<file path="src/rtl/m2eig_pkg.sv">
// Shared constants and the latency function of the 2x2 eigen decomposition block.
package m2eig_pkg;

  localparam int unsigned ENTRY_W = 32;
  localparam int unsigned VEC_W = 18;
  localparam int unsigned TOL_W = 31;
  localparam logic [TOL_W-1:0] TOL_RESET = 31'd66;
  localparam int unsigned FRAC_BITS_DEF = 16;
  localparam int unsigned NORM_W = 30;
  localparam int unsigned SQ1_W = 32;
  localparam int unsigned SQ2_W = 31;

  // Cycles from the accepting edge to the edge that takes the result.
  function automatic int unsigned m2eig_latency(int unsigned frac);
    return 3 + SQ1_W + 5 + SQ2_W + (frac + 1) + 1;
  endfunction

endpackage

</file>
<file path="src/rtl/m2eig_isqrt.sv">
// Pipelined integer square root, one root bit resolved per register stage.
module m2eig_isqrt #(
  parameter int unsigned ROOT_W = m2eig_pkg::SQ1_W
) (
  input  logic                  clk_i,
  input  logic                  rst_ni,
  input  logic                  valid_i,
  input  logic [2*ROOT_W-1:0]   rad_i,
  output logic                  valid_o,
  output logic [ROOT_W-1:0]     root_o
);
  import m2eig_pkg::*;

  logic [ROOT_W:0]     rem_q  [ROOT_W];
  logic [ROOT_W-1:0]   root_q [ROOT_W];
  logic [2*ROOT_W-1:0] rad_q  [ROOT_W];
  logic                vld_q  [ROOT_W];

  for (genvar k = 0; k < ROOT_W; k++) begin : g_step
    logic [ROOT_W:0]     rem_in;
    logic [ROOT_W-1:0]   root_in;
    logic [2*ROOT_W-1:0] rad_in;
    logic                vld_in;
    logic [ROOT_W+2:0]   r2;
    logic [ROOT_W+2:0]   trial;
    logic [ROOT_W+2:0]   diff;
    logic                take;

    if (k == 0) begin : g_first
      assign rem_in  = '0;
      assign root_in = '0;
      assign rad_in  = rad_i;
      assign vld_in  = valid_i;
    end else begin : g_next
      assign rem_in  = rem_q[k-1];
      assign root_in = root_q[k-1];
      assign rad_in  = rad_q[k-1];
      assign vld_in  = vld_q[k-1];
    end

    // Bring down the next two radicand bits and try the digit one.
    assign r2    = {rem_in, rad_in[2*ROOT_W-1 -: 2]};
    assign trial = {1'b0, root_in, 2'b01};
    assign diff  = r2 - trial;
    assign take  = (r2 >= trial);

    always_ff @(posedge clk_i or negedge rst_ni) begin
      if (!rst_ni) begin
        vld_q[k] <= 1'b0;
      end else begin
        vld_q[k] <= vld_in;
      end
    end

    always_ff @(posedge clk_i) begin
      rem_q[k]  <= take ? diff[ROOT_W:0] : r2[ROOT_W:0];
      root_q[k] <= {root_in[ROOT_W-2:0], take};
      rad_q[k]  <= {rad_in[2*ROOT_W-3:0], 2'b00};
    end
  end

  assign valid_o = vld_q[ROOT_W-1];
  assign root_o  = root_q[ROOT_W-1];

endmodule

</file>
<file path="config.mk">
export PLATFORM = sky130hd
export DESIGN_NAME = m2eig_isqrt
export DESIGN_NICKNAME = d
export VERILOG_FILES = /design/src/rtl/m2eig_pkg.sv /design/src/rtl/m2eig_isqrt.sv
export SDC_FILE = /design/constraint.sdc
export NUM_CORES = 2
export LEC_CHECK = 0
export BUFFER_PORTS_ARGS = -buffer_cell sky130_fd_sc_hd__buf_4
export CAP_MARGIN = 20
export CORE_MARGIN = 2
export CORE_UTILIZATION = 30
export CTS_CLUSTER_SIZE = 16
export DETAILED_ROUTE_END_ITERATION = 8
export SLEW_MARGIN = 10
export SYNTH_ARGS = -nofsm -noshare
export SYNTH_HDL_FRONTEND = slang
export SYNTH_MEMORY_MAX_BITS = 65536
export SYNTH_SLANG_ARGS = --single-unit
</file>
<file path="constraint.sdc">
create_clock -name clk_i -period 6.5 [get_ports clk_i]
set_input_delay 0.325 -clock clk_i [delete_from_list [all_inputs] [get_ports clk_i]]
set_output_delay 0.325 -clock clk_i [all_outputs]
set_load 0.02 [all_outputs]
</file>
# ---- Yosys cells after proc, flatten, opt, wreduce, memory -nomap -nowiden
# Memory sizes are Yosys's and may differ from the RTL's.
# Index checks and enable logic that the tools add are counted.
dict set report word_totals {
  reg_bits 32
  ramBits 4064
  inputBits 67
  mem_count 3
}
# memory words width rd rd_clocked_by_memory_dff write_ports line
set memory_table {}
lappend memory_table {rad_q 32 62 31 0 32 m2eig_isqrt.sv:16} ;# logic [2*ROOT_W-1:0] rad_q [ROOT_W];
lappend memory_table {rem_q 32 33 31 0 32 m2eig_isqrt.sv:14} ;# logic [ROOT_W:0] rem_q [ROOT_W];
lappend memory_table {root_q 32 32 32 0 32 m2eig_isqrt.sv:15} ;# logic [ROOT_W-1:0] root_q [ROOT_W];
dict set report classes {
  add_sub_neg 32
  magnitude_cmp 32
  muxes 32
}
# cell count
set op_table {}
lappend op_table {{35-bit by 34-bit >= comparator with 1-bit output} 31}
lappend op_table {{33-bit 2-to-1 mux} 32}
lappend op_table {{33-bit subtractor} 31}
lappend op_table {{2-bit by 1-bit subtractor with 3-bit output, second input constant} 1}
lappend op_table {{2-bit by 1-bit >= comparator with 1-bit output, second input constant} 1}

# ---- Depth between registers and ports, before layout
# An unclocked memory read counts as a cell.
dict set report depth {
  depth_word 3
  mapped_depth 16
  mapped_depth_nobuf 14
}

# ---- Least setup slack after synthesis
# Ideal clock, no wire load.
dict set report synth_timing {
  path_kind {flip-flop to flip-flop}
  from {memory root_q[25][0] in the netlist's numbering}
  to {memory rem_q[26][12] in the netlist's numbering}
  setup_ns 0.132
  t_arrival_ns 3.169
  required_time_ns 6.368
  path_slack_ns 3.199
  stages_incl_launch_ff 15
  synth_period_minus_slack_ns 3.301
  cell_sequence {dfxtp_1 > inv_1 > ha_1 > o21ai_0 > a211oi_1 > a21oi_1 > o21ai_0 > a31oi_1 > nand2b_1 > o311ai_0 > a41o_1 > clkbuf_1 > buf_2 > buf_1 > a21oi_1}
}
# element line
set synth_lines {}
lappend synth_lines {{start, declared} m2eig_isqrt.sv:15}
lappend synth_lines {{end, declared} m2eig_isqrt.sv:14}

==> impl_metrics.py <==
metrics = {
    "outcome": {
        "status": "finished, final reports clean",
    },
    "synth": {
        "synth_top_area_share_pct": 54.3,
        "yosysMostFrequentCell": "dfxtp_1",
        "synth.largest_area_cell": "dfxtp_1",
        "synth_ff_type": "dfxtp_1",
        "ys_warn_count": 0,
        "synth.area.top_cells": "dfxtp_1 54%, ha_1 7.6%, xor2_1 3.9%, xnor2_1 3.6%, a21oi_1 3.1%",
        "async_flop_share_pct": 1.27,
        "ys_seq_area_share_pct": 55.2,
        "synth_edf_count": 0,
        "avgSynthCellArea_um2": 10.2,
        "synth_common_cells": "2495 x dfxtp_1, 707 x inv_1, 603 x nor2_1",
        "postSynthCellCount": 9005,
        "ys_ff_latch": 2527,
        "yosysUniqueCellTypes": 93,
        "netlist_area_mm2": 0.0919,
        "syn_nets": 9633,
    },
    "placed_design": {
        "io_buffers": 99,
        "dp_slack_ns": 2.08,
        "dp_cells": 13040,
        "gp_congestion": 0.857,
        "dp_hpwl_mm": 142,
    },
    "drt": {
        "vias": 61150,
        "routed_via_density": 4.50,
        "drt_iter0_markers": 3713,
        "wl_per_cell_um": 14.0,
        "wirelength_mm": 191,
        "antenna_left": 0,
        "drc": 0,
        "dr.pass1.iters": 6,
    },
    "clocking": {
        "cts.sinks": 2527,
        "cts_resized": 0,
        "post-cts-setup-buffers": 0,
        "clock_latency_ns": 0.90,
        "cts_buffer_depth": 4,
        "cts_made_buffers": 275,
        "clkTransAtPathRegs_ns": 0.05,
        "cts_tree": "yes",
        "cts_root_buf": "clkbuf_16",
        "htree_levels": 5,
    },
    "final_layout": {
        "layout-drive-gt1-share_pct": 7.77,
        "nFillCells": 30723,
        "synthToLayoutAreaGrowth_pct": 16.8,
        "fin_nets": 9915,
        "fin_cells": 13597,
    },
    "timing": {
        "max_freq_mhz": 220,
        "holdWs_ns": 0.102,
        "relSlewSlack_pct": 27.2,
        "period_needed_ns": 4.55,
        "period_share_pct": 70.0,
        "finalSetupViolCount": 0,
        "slew_viol_final": 0,
        "rsz0062_at_grt": "no",
        "worst_pin_slew_ns": 1.08,
        "worst_slack_ns": 1.95,
        "fin_skew_ns": 0.0893,
        "hold_viol": 0,
        "final.setup.tns_ns": 0,
    },
    "pwr": {
        "p_int_uw": 30500,
        "power_density_mw_per_mm2": 394,
        "peakVddDrop_uv": 239,
        "leakagePower_uw": 0.0498,
        "p_seq_share_pct": 47.2,
        "combPwrFrac_pct": 15.6,
        "p_sw_uw": 11800,
        "pwr-share-clk_pct": 37.2,
        "swShare_pct": 28.0,
    },
    "worst_setup_path": {
        "r2r_cells": 11,
        "crit_arrival_ns": 5.30,
        "slowest_stage": "a41o_2",
        "worstPathMaxFanout": 54,
        "regToRegStartpoint": "root_q[25][0]",
        "reg2reg_to": "rem_q[26][25]",
        "path_cells": "inv_1 -> ha_1 -> o21ai_0 -> a211oi_1 -> a21oi_1 -> o21ai_0 -> a31oi_1 -> nand2b_1 -> o311ai_0 -> a41o_2 -> mux2_2",
        "crit_path_frequent_cell": "o21ai_0",
        "critPathRequiredTime_ns": 7.25,
        "r2r_slack_ns": 1.95,
        "slowest_delay_ns": 0.85,
        "worstSetupPathType": "reg2reg",
        "cp-end-kind": "flop",
        "start_kind": "flop",
    },
    "floorplanning": {
        "die_x_um": 558,
        "start_util_pct": 30.1,
        "core-area_mm2": 0.305,
        "pin_count": 100,
        "die_area_mm2": 0.311,
        "fp.dieH_um": 558,
        "row_count": 203,
    },
    "global_route": {
        "antenna_found_initial": 1,
        "grt_use_total_pct": 12.0,
        "grt_pass1_vias": 59202,
        "grt_overflow": 0,
        "grt_max_degree": 57,
        "grt_pass1_wl_mm": 308,
    },
    "hold_path": {
        "min_delay_path_depth": 2,
        "hp-class": "in2reg",
        "hold_end": "rad_q[0][6]",
        "min-delay-start": "rad_i[6]",
    },
    "flow_run": {
        "max_cap_violations": 0,
    },
}
## cell families after synthesis
kind of cell,after synthesis,synth area share [%]
buffers and inverters,897,3.68
AO/OA/AOI/OAI,1801,12.3
other,1,0.00408
multiplexers,102,1.22
adder cells (fa/ha/maj),561,7.63
XOR/XNOR,789,7.52
flip-flops,2527,55.2
AND/OR/NAND/NOR,2327,12.4
## critical path: cells and delay by family (launching register included)
| family | cells | cell delay [ns] |
|---|---|---|
| AOI/OAI and AO/OA | 7 | 3.04 |
| muxes | 1 | 0.41 |
| buffers and inverters | 1 | 0.05 |
| and+or+nand+nor | 1 | 0.27 |
| DFF | 1 | 0.33 |
| adders and majority gates | 1 | 0.32 |
## per-stage QoR
step | util [%] | instance area, µm² | power, µW
6_report | 35.2 | 107000 | 42300
5_1_grt | 35.2 | 107000 | 44700
4_1_cts | 35.2 | 107000 | 42900
3_5_place_dp | 31.9 | 97400 | 26800
3_3_place_gp | 31.9 | 97400 | 26800
2_1_floorplan | - | 91900 | 24800
## power groups by stage
stage	Clock, µW	Combinational (µW)	Sequential [µW]
after floorplan	0	5250	19500
after global placement	0	6510	20300
after global routing	16900	7460	20300
after detailed placement	0	6550	20300
final	15700	6620	20000
after CTS	16300	6620	20000
## how the worst max path moves through the flow
| stage | start | to | slack [ns] | depth (start not counted) |
|---|---|---|---|---|
| 5_1_grt | root_q[25][0] | rem_q[26][26] | 1.49 | 12 |
| 3_5_place_dp | root_q[25][0] | rem_q[26][26] | 2.08 | 12 |
| 6_report | root_q[25][0] | rem_q[26][25] | 1.95 | 11 |
| 4_1_cts | root_q[25][0] | rem_q[26][26] | 2.03 | 12 |
| 3_3_place_gp | root_q[25][0] | rem_q[26][25] | 2.17 | 11 |
| 2_1_floorplan | root_q[25][0] | rem_q[26][12] | 3.20 | 14 |
## per-layer routing
layer  wire (µm)  track usage [%]  up-vias  share of wire [%]
met2       88900             20.4     1143                 47
li1            -                -    31378                  -
met1       88300             15.5    28279                 46
met3        8750             2.07      350                4.6
met5           0                0        -                  0
met4        4890             3.58        0                2.6
## placed cells by master, fill, tap and decap left out, drive strengths merged, types with 55 or more instances in the layout
cell type,synthesis,layout
o31ai,69,69
o21a,104,104
mux2,84,84
a21oi,567,567
o21bai,55,55
xnor2,375,375
nand2b,105,105
xor2,414,414
or3,94,94
o21ai,405,405
a21o,248,248
nor2b,79,79
nor4,123,123
nand3,135,135
ha,561,561
a31oi,57,57
dlygate4sd3,0,68
clkbuf,159,369
nand2,573,573
nor3,252,252
or2,56,56
nor2,603,603
clkinv,2,65
nand4,92,92
buf,28,124
dfxtp,2495,2495
inv,708,726
## timing repair
| action | 4_1_cts | 5_1_grt |
|---|---|---|
| hold buffers | 69 | 0 |
| endpoints found under the hold margin | 98 | 0 |
| setup endpoints to repair | 0 | 0 |
## sequential cells by signal (all words and copies together) (netlist names)
signal,cells
root_q,528
rem_q,975
rad_q,992
valid_o,1
g_step.vld_in,31
## final cells by class
class                   instances  area (µm²)  area share [%]
clock inverters               116        1610            1.50
clock buffers                 369        7720            7.19
inverters                     710        2670            2.48
flip-flops and latches       2527       50700            47.2
diodes                          2        5.00         0.00466
well taps                    4100        5130            4.77
multi-input cells            5581       37900            35.3
repair buffers                192        1630            1.52
No activity file was read; power rests on OpenSTA's default activity.
